**config.mk**
```make
export PLATFORM = sky130hd
export DESIGN_NAME = min_priority_queue
export DESIGN_NICKNAME = d
export VERILOG_FILES = /design/src/sv/mpq_pkg.sv /design/src/sv/mpq_cell.sv /design/src/sv/min_priority_queue.sv
export SDC_FILE = /design/constraint.sdc
export NUM_CORES = 2
export LEC_CHECK = 0
export BUFFER_PORTS_ARGS = -buffer_cell sky130_fd_sc_hd__buf_2
export CORE_ASPECT_RATIO = 0.5
export CORE_MARGIN = 3
export CORE_UTILIZATION = 30
export DETAILED_ROUTE_END_ITERATION = 10
export SETUP_SLACK_MARGIN = 0.2
export SLEW_MARGIN = 20
export SYNTH_ARGS = -nofsm -noshare
export SYNTH_HDL_FRONTEND = slang
export SYNTH_SLANG_ARGS = --single-unit
```
**constraint.sdc**
```tcl
create_clock -name clk -period 12.15 [get_ports clk]
set_clock_uncertainty 0.2 [all_clocks]
set_input_delay 3.0375 -clock clk [delete_from_list [all_inputs] [get_ports clk]]
set_output_delay 3.0375 -clock clk [all_outputs]
set_load 0.01 [all_outputs]
```
**src/sv/mpq_pkg.sv**
```systemverilog
`timescale 1ns / 1ps
`default_nettype none

package mpq_pkg;

	localparam int KEY_W = 32;
	localparam int TAG_W = 16;
	localparam int STATUS_W = 2;

	typedef logic [STATUS_W-1:0] status_t;

	localparam status_t ST_OK = 2'd0;
	localparam status_t ST_EMPTY = 2'd1;
	localparam status_t ST_FULL = 2'd2;

	localparam logic ACT_PUSH = 1'b0;
	localparam logic ACT_POP = 1'b1;

	typedef struct packed {
		logic signed [KEY_W-1:0] key;
		logic [TAG_W-1:0] tag;
	} entry_t;

	// per-cycle command broadcast to every cell
	typedef struct packed {
		logic push;
		logic pop;
	} cell_ctrl_t;

endpackage

`default_nettype wire

```
**src/sv/mpq_cell.sv**
```systemverilog
`timescale 1ns / 1ps
`default_nettype none

module mpq_cell (
	input  wire logic                  clk,
	input  wire mpq_pkg::cell_ctrl_t   ctrl,
	input  wire mpq_pkg::entry_t       new_ent,
	input  wire logic                  valid,
	input  wire mpq_pkg::entry_t       left_ent,
	input  wire logic                  left_before,
	input  wire mpq_pkg::entry_t       right_ent,
	output mpq_pkg::entry_t            ent,
	output logic                       ahead
);

	mpq_pkg::entry_t ent_q;

	// new word lands ahead of this slot: slot empty or holds a strictly larger key
	assign ahead = !valid || (ent_q.key > new_ent.key);
	assign ent = ent_q;

	always_ff @(posedge clk) begin
		if (ctrl.push) begin
			if (left_before) begin
				ent_q <= left_ent;
			end else if (ahead) begin
				ent_q <= new_ent;
			end
		end else if (ctrl.pop) begin
			ent_q <= right_ent;
		end
	end

endmodule

`default_nettype wire

```
**src/sv/min_priority_queue.sv**
```systemverilog
// Sorted min-priority queue built as a chain of DEPTH compare-and-shift cells.
//
// Input channel (in_valid/in_ready): one word per operation. action 0 pushes
// (in_key, in_tag); action 1 pops the entry with the smallest key. Equal keys
// leave in push order.
// Output channel (out_valid/out_ready): exactly one result word per input word.
// A pop returns the key and tag with status ok, or key 0 / tag 0 with status
// empty. A push returns zeros with status ok, or status full if DEPTH entries
// are already held (the entry is dropped).
//
// The result is registered and shows in the cycle after acceptance.
// Throughput: one word per cycle while in_ready is high. Every cell compares its
// key against the broadcast key and shifts in the accepting clock, so the whole
// insert or removal finishes in that clock.
// Stalls: a single output register holds the result; in_ready drops while it
// is full and not being taken, and rises again in the cycle it is taken.
// Reset (arst_n low): queue becomes empty, output register invalid. Slot
// contents are not cleared; only slots below the fill count are ever read.
`timescale 1ns / 1ps
`default_nettype none

module min_priority_queue #(
	parameter int DEPTH = 16
) (
	input  wire logic                            clk,
	input  wire logic                            arst_n,
	input  wire logic                            in_valid,
	output logic                                 in_ready,
	input  wire logic                            action,
	input  wire logic signed [mpq_pkg::KEY_W-1:0] in_key,
	input  wire logic [mpq_pkg::TAG_W-1:0]        in_tag,
	output logic                                 out_valid,
	input  wire logic                            out_ready,
	output logic signed [mpq_pkg::KEY_W-1:0]      out_key,
	output logic [mpq_pkg::TAG_W-1:0]             out_tag,
	output logic [mpq_pkg::STATUS_W-1:0]          status
);

	localparam int CNT_W = $clog2(DEPTH + 1);

	// fill count
	logic [CNT_W-1:0] count_q;
	logic             full;
	logic             empty;

	// handshake and command decode
	logic                in_acc;
	logic                push_go;
	logic                pop_go;
	mpq_pkg::cell_ctrl_t ctrl;
	mpq_pkg::entry_t     new_ent;

	// chain wiring
	mpq_pkg::entry_t cell_ent [DEPTH];
	logic            cell_before [DEPTH];
	logic            cell_valid [DEPTH];
	mpq_pkg::entry_t left_ent [DEPTH];
	logic            left_before [DEPTH];
	mpq_pkg::entry_t right_ent [DEPTH];

	// result register
	logic                  out_valid_q;
	mpq_pkg::entry_t       res_ent_q;
	mpq_pkg::status_t      status_q;
	mpq_pkg::entry_t       res_ent;
	mpq_pkg::status_t      res_status;

	assign full = (count_q == CNT_W'(DEPTH));
	assign empty = (count_q == '0);

	// output slot frees up in the same cycle it is taken
	assign in_ready = !out_valid_q || out_ready;
	assign in_acc = in_valid && in_ready;
	assign push_go = in_acc && (action == mpq_pkg::ACT_PUSH) && !full;
	assign pop_go = in_acc && (action == mpq_pkg::ACT_POP) && !empty;

	assign ctrl.push = push_go;
	assign ctrl.pop = pop_go;
	assign new_ent.key = in_key;
	assign new_ent.tag = in_tag;

	genvar gi;
	generate
		for (gi = 0; gi < DEPTH; gi++) begin : g_cell
			// slots below the fill count hold live entries
			assign cell_valid[gi] = (count_q > CNT_W'(gi));

			if (gi == 0) begin : g_head
				assign left_ent[gi] = '0;
				assign left_before[gi] = 1'b0;
			end else begin : g_mid
				assign left_ent[gi] = cell_ent[gi-1];
				assign left_before[gi] = cell_before[gi-1];
			end

			if (gi == DEPTH - 1) begin : g_tail
				assign right_ent[gi] = '0;
			end else begin : g_body
				assign right_ent[gi] = cell_ent[gi+1];
			end

			mpq_cell u_cell (
				.clk         (clk),
				.ctrl        (ctrl),
				.new_ent     (new_ent),
				.valid       (cell_valid[gi]),
				.left_ent    (left_ent[gi]),
				.left_before (left_before[gi]),
				.right_ent   (right_ent[gi]),
				.ent         (cell_ent[gi]),
				.ahead       (cell_before[gi])
			);
		end
	endgenerate

	// result word: head entry on a good pop, zeros otherwise
	always_comb begin
		res_ent = '0;
		res_status = mpq_pkg::ST_OK;
		if (action == mpq_pkg::ACT_POP) begin
			if (empty) begin
				res_status = mpq_pkg::ST_EMPTY;
			end else begin
				res_ent = cell_ent[0];
			end
		end else if (full) begin
			res_status = mpq_pkg::ST_FULL;
		end
	end

	always_ff @(posedge clk or negedge arst_n) begin
		if (!arst_n) begin
			count_q <= '0;
		end else if (push_go) begin
			count_q <= count_q + CNT_W'(1);
		end else if (pop_go) begin
			count_q <= count_q - CNT_W'(1);
		end
	end

	always_ff @(posedge clk or negedge arst_n) begin
		if (!arst_n) begin
			out_valid_q <= 1'b0;
		end else if (in_acc) begin
			out_valid_q <= 1'b1;
		end else if (out_ready) begin
			out_valid_q <= 1'b0;
		end
	end

	always_ff @(posedge clk) begin
		if (in_acc) begin
			res_ent_q <= res_ent;
			status_q <= res_status;
		end
	end

	assign out_valid = out_valid_q;
	assign out_key = res_ent_q.key;
	assign out_tag = res_ent_q.tag;
	assign status = status_q;

endmodule

`default_nettype wire

```
==> flow_summary.json <==
{
  "pin_count": 105,
  "crit_family": "simple AND/OR/NAND/NOR gates",
  "nets": 5994,
  "dieHeight_um": 310,
  "synthFlopType": "edfxtp_1",
  "portBuffers": 104,
  "hold_end": "out_valid",
  "route.detailed.drc": 0,
  "cap_viol_max_count": 0,
  "seq_area_frac_synth_pct": 44.5,
  "gp_congestion": 0.942,
  "syn_to_final_growth_pct": 11.2,
  "endpoint_kind": "flip-flop",
  "slew_headroom_pct": 26.7,
  "hp-class": "flip-flop to flip-flop",
  "wl_met2_mm": 93.3,
  "start_kind": "primary input",
  "cpPeakStageDelay_ns": 0.97,
  "grt_max_degree": 223,
  "power_density_nw_per_um2": 185,
  "overflow": 0,
  "routed_via_density": 6.15,
  "cts_htree_levels": 3,
  "vias": 48974,
  "synth_cells": 5650,
  "crit_arrival_ns": 7.77,
  "cts_tree": "built",
  "hpwl_mm": 142,
  "drt_iter0_drc": 5190,
  "period_minus_slack_ns": 7.61,
  "cts_buffer_depth": 3,
  "ys_ff_latch": 824,
  "worstReg2RegStart": "g_cell[3].u_cell.ent[37]",
  "p_leak_nw": 22.0,
  "antenna_found_initial": 3,
  "required_ns": 12.31,
  "path_common_cell": "buf_4",
  "dpl.cell_count": 7793,
  "synth_top_cell_by_area": "edfxtp_1",
  "run_status": "finished, final reports clean",
  "drtPass1Iterations": 6,
  "hold_viol": 0,
  "finish.cell_count_without_fillers": 7963,
  "wl_met3_mm": 11.8,
  "core_area_um2": 182000,
  "clock_latency_ns": 0.73,
  "cts-resized-gates": 0,
  "final_cell_area_um2": 61800,
  "setup-violations-final": 0,
  "cpMaxStageDelayCell": "nor4_1",
  "antenna_left": 0,
  "highest_layer": "met5",
  "regToRegSetupSlack_ns": 6.98,
  "post_cts_buffers": 0,
  "wl_mm": 200,
  "cts-root-buf": "clkbuf_16",
  "min_path_cells": 2,
  "period_share_pct": 62.7,
  "grt_pass1_wl_mm": 301,
  "placed_area_um2": 58700,
  "synth_area_um2": 55500,
  "ctsHoldBuffers": 0,
  "yosysMostFrequentCell": "edfxtp_1",
  "first_global_vias": 47565,
  "report.final.slew_viol_count": 0,
  "synth_top_area_share_pct": 44.2,
  "grt_usage_pct": 20.1,
  "numClockSinks": 824,
  "initial_core_util_pct": 30.5,
  "setup.worst_path.start": "in_key[31]",
  "die_w_um": 615,
  "cts_buffers": 92,
  "wl_per_cell_um": 25.1,
  "layout-drive-gt1-share_pct": 8.30,
  "fmax_mhz": 131,
  "wl_met1_mm": 80.8,
  "syn-num-nets": 6220,
  "vdd_drop_max_mv": 0.150,
  "yosys-top-cells-area": "edfxtp_1 44%, ha_1 12%, a31oi_1 7.3%, a221o_1 4.7%, o31ai_1 4.6%",
  "synth_common_cells": "818 x edfxtp_1, 649 x a31oi_1, 517 x ha_1",
  "worstPathMaxFanout": 54,
  "finalSetupTns_ns": 0,
  "r2r_cells": 9,
  "synth_warnings": 0,
  "path_cells": "buf_2 > inv_1 > buf_4 > ha_1 > nand4_1 > nor4_1 > nand3_1 > a31o_4 > buf_4 > nor3_1 > a31oi_4 > buf_4",
  "syn_avg_cell_area_um2": 9.83,
  "async_flop_share_pct": 0.728,
  "crit_buf_inv": 5,
  "critical_path_class": "primary input to flip-flop",
  "rsz0062_at_grt": "false",
  "synth_cell_types": 63,
  "die_area_um2": 191000,
  "clkSlewWorstSetupHoldPaths_ns": 0.06,
  "cp_num_cells": 12,
  "r2r-end": "g_cell[4].u_cell.ent[38]",
  "synth_edf_count": 818,
  "worst_pin_slew_ns": 1.09,
  "num_rows": 110,
  "min_from": "out_valid"
}
worst reg2reg max path: stages, from the launching register on:
cell and delay (ns):
edfxtp_1 0.55, ha_1 0.37, nand4_1 0.24, nor4_1 0.96, nand3_1 0.41, a31o_4 0.51
buf_4 0.38, nor3_1 0.63, a31oi_4 0.13, buf_4 0.39
worst max-delay path by stage:
| stage | endpoint | slack [ns] |
|---|---|---|
| global route | g_cell[4].u_cell.ent[38] | 4.42 |
| detailed placement | g_cell[13].u_cell.ent[39] | 3.96 |
| floorplan | g_cell[0].u_cell.ent[0] | 2.68 |
| global placement | g_cell[10].u_cell.ent[38] | 3.75 |
| CTS | g_cell[13].u_cell.ent[39] | 4.71 |
| finish | g_cell[4].u_cell.ent[38] | 4.54 |
kinds of logic after synthesis:
logic type,synth area share [%]
DFF,44.5
and+or+nand+nor,15.3
AOI/OAI and AO/OA,23.8
adders and majority gates,11.6
muxes,0.0586
buffers and inverters,4.65
xor gates and xnor gates,0.0473
layout make-up:
cell class              count  area [um^2]
diodes                      2         5.00
clock buffers             111         2410
clock inverters            56          587
fillers                 18541       120000
inverters                 114          428
multi-input cells        4159        29000
flip-flops and latches    824        24700
well taps                2464         3080
repair buffers            233         1580
metrics by stage:
| stage | power [mW] | utilization (%) | hold WS (ns) | worst slack (ns) |
|---|---|---|---|---|
| 4_1_cts | 11.4 | 33.9 | 0.355 | 4.71 |
| 3_5_place_dp | 8.45 | 32.3 | 0.336 | 3.96 |
| 2_1_floorplan | 7.07 | - | 0.321 | 2.68 |
| 5_1_grt | 12.0 | 34.0 | 0.369 | 4.42 |
| 3_3_place_gp | 8.38 | 32.2 | 0.311 | 3.75 |
| 6_report | 11.4 | 34.0 | 0.346 | 4.54 |
layout by cell type (no fill, tap or decap), drive strengths merged, types with 167 or more instances in the layout:
| cell type | synthesis | layout |
|---|---|---|
| nor2 | 474 | 474 |
| buf | 72 | 233 |
| nand4 | 168 | 168 |
| or4 | 285 | 285 |
| edfxtp | 818 | 818 |
| o21ai | 167 | 167 |
| nand2 | 477 | 477 |
| o31ai | 338 | 338 |
| a221o | 259 | 259 |
| ha | 517 | 517 |
| nand3 | 186 | 186 |
| a31oi | 649 | 649 |
| a21oi | 289 | 289 |
per-layer routing:
layer	global-route usage (%)	vias up
met3	2.27	494
met1	25.4	24250
met5	0	-
met4	12.6	2
met2	33.3	1938
li1	-	22290
sequential cells by signal (all words and copies together), names as in the netlist:
name               flops
g_cell.u_cell.ent    768
status                 2
count_q                5
out_key               32
out_valid              1
out_tag               16
power by group:
group / total (mW) / leakage, nW / switching, mW / internal (mW)
clock: 2.93 / 1.47 / 1.28 / 1.65
sequential: 4.27 / 7.83 / 0.420 / 3.85
combinational: 4.23 / 12.7 / 2.92 / 1.30
total: 11.4 / 22.0 / 4.63 / 6.80
(Power assumes the default switching activity.)
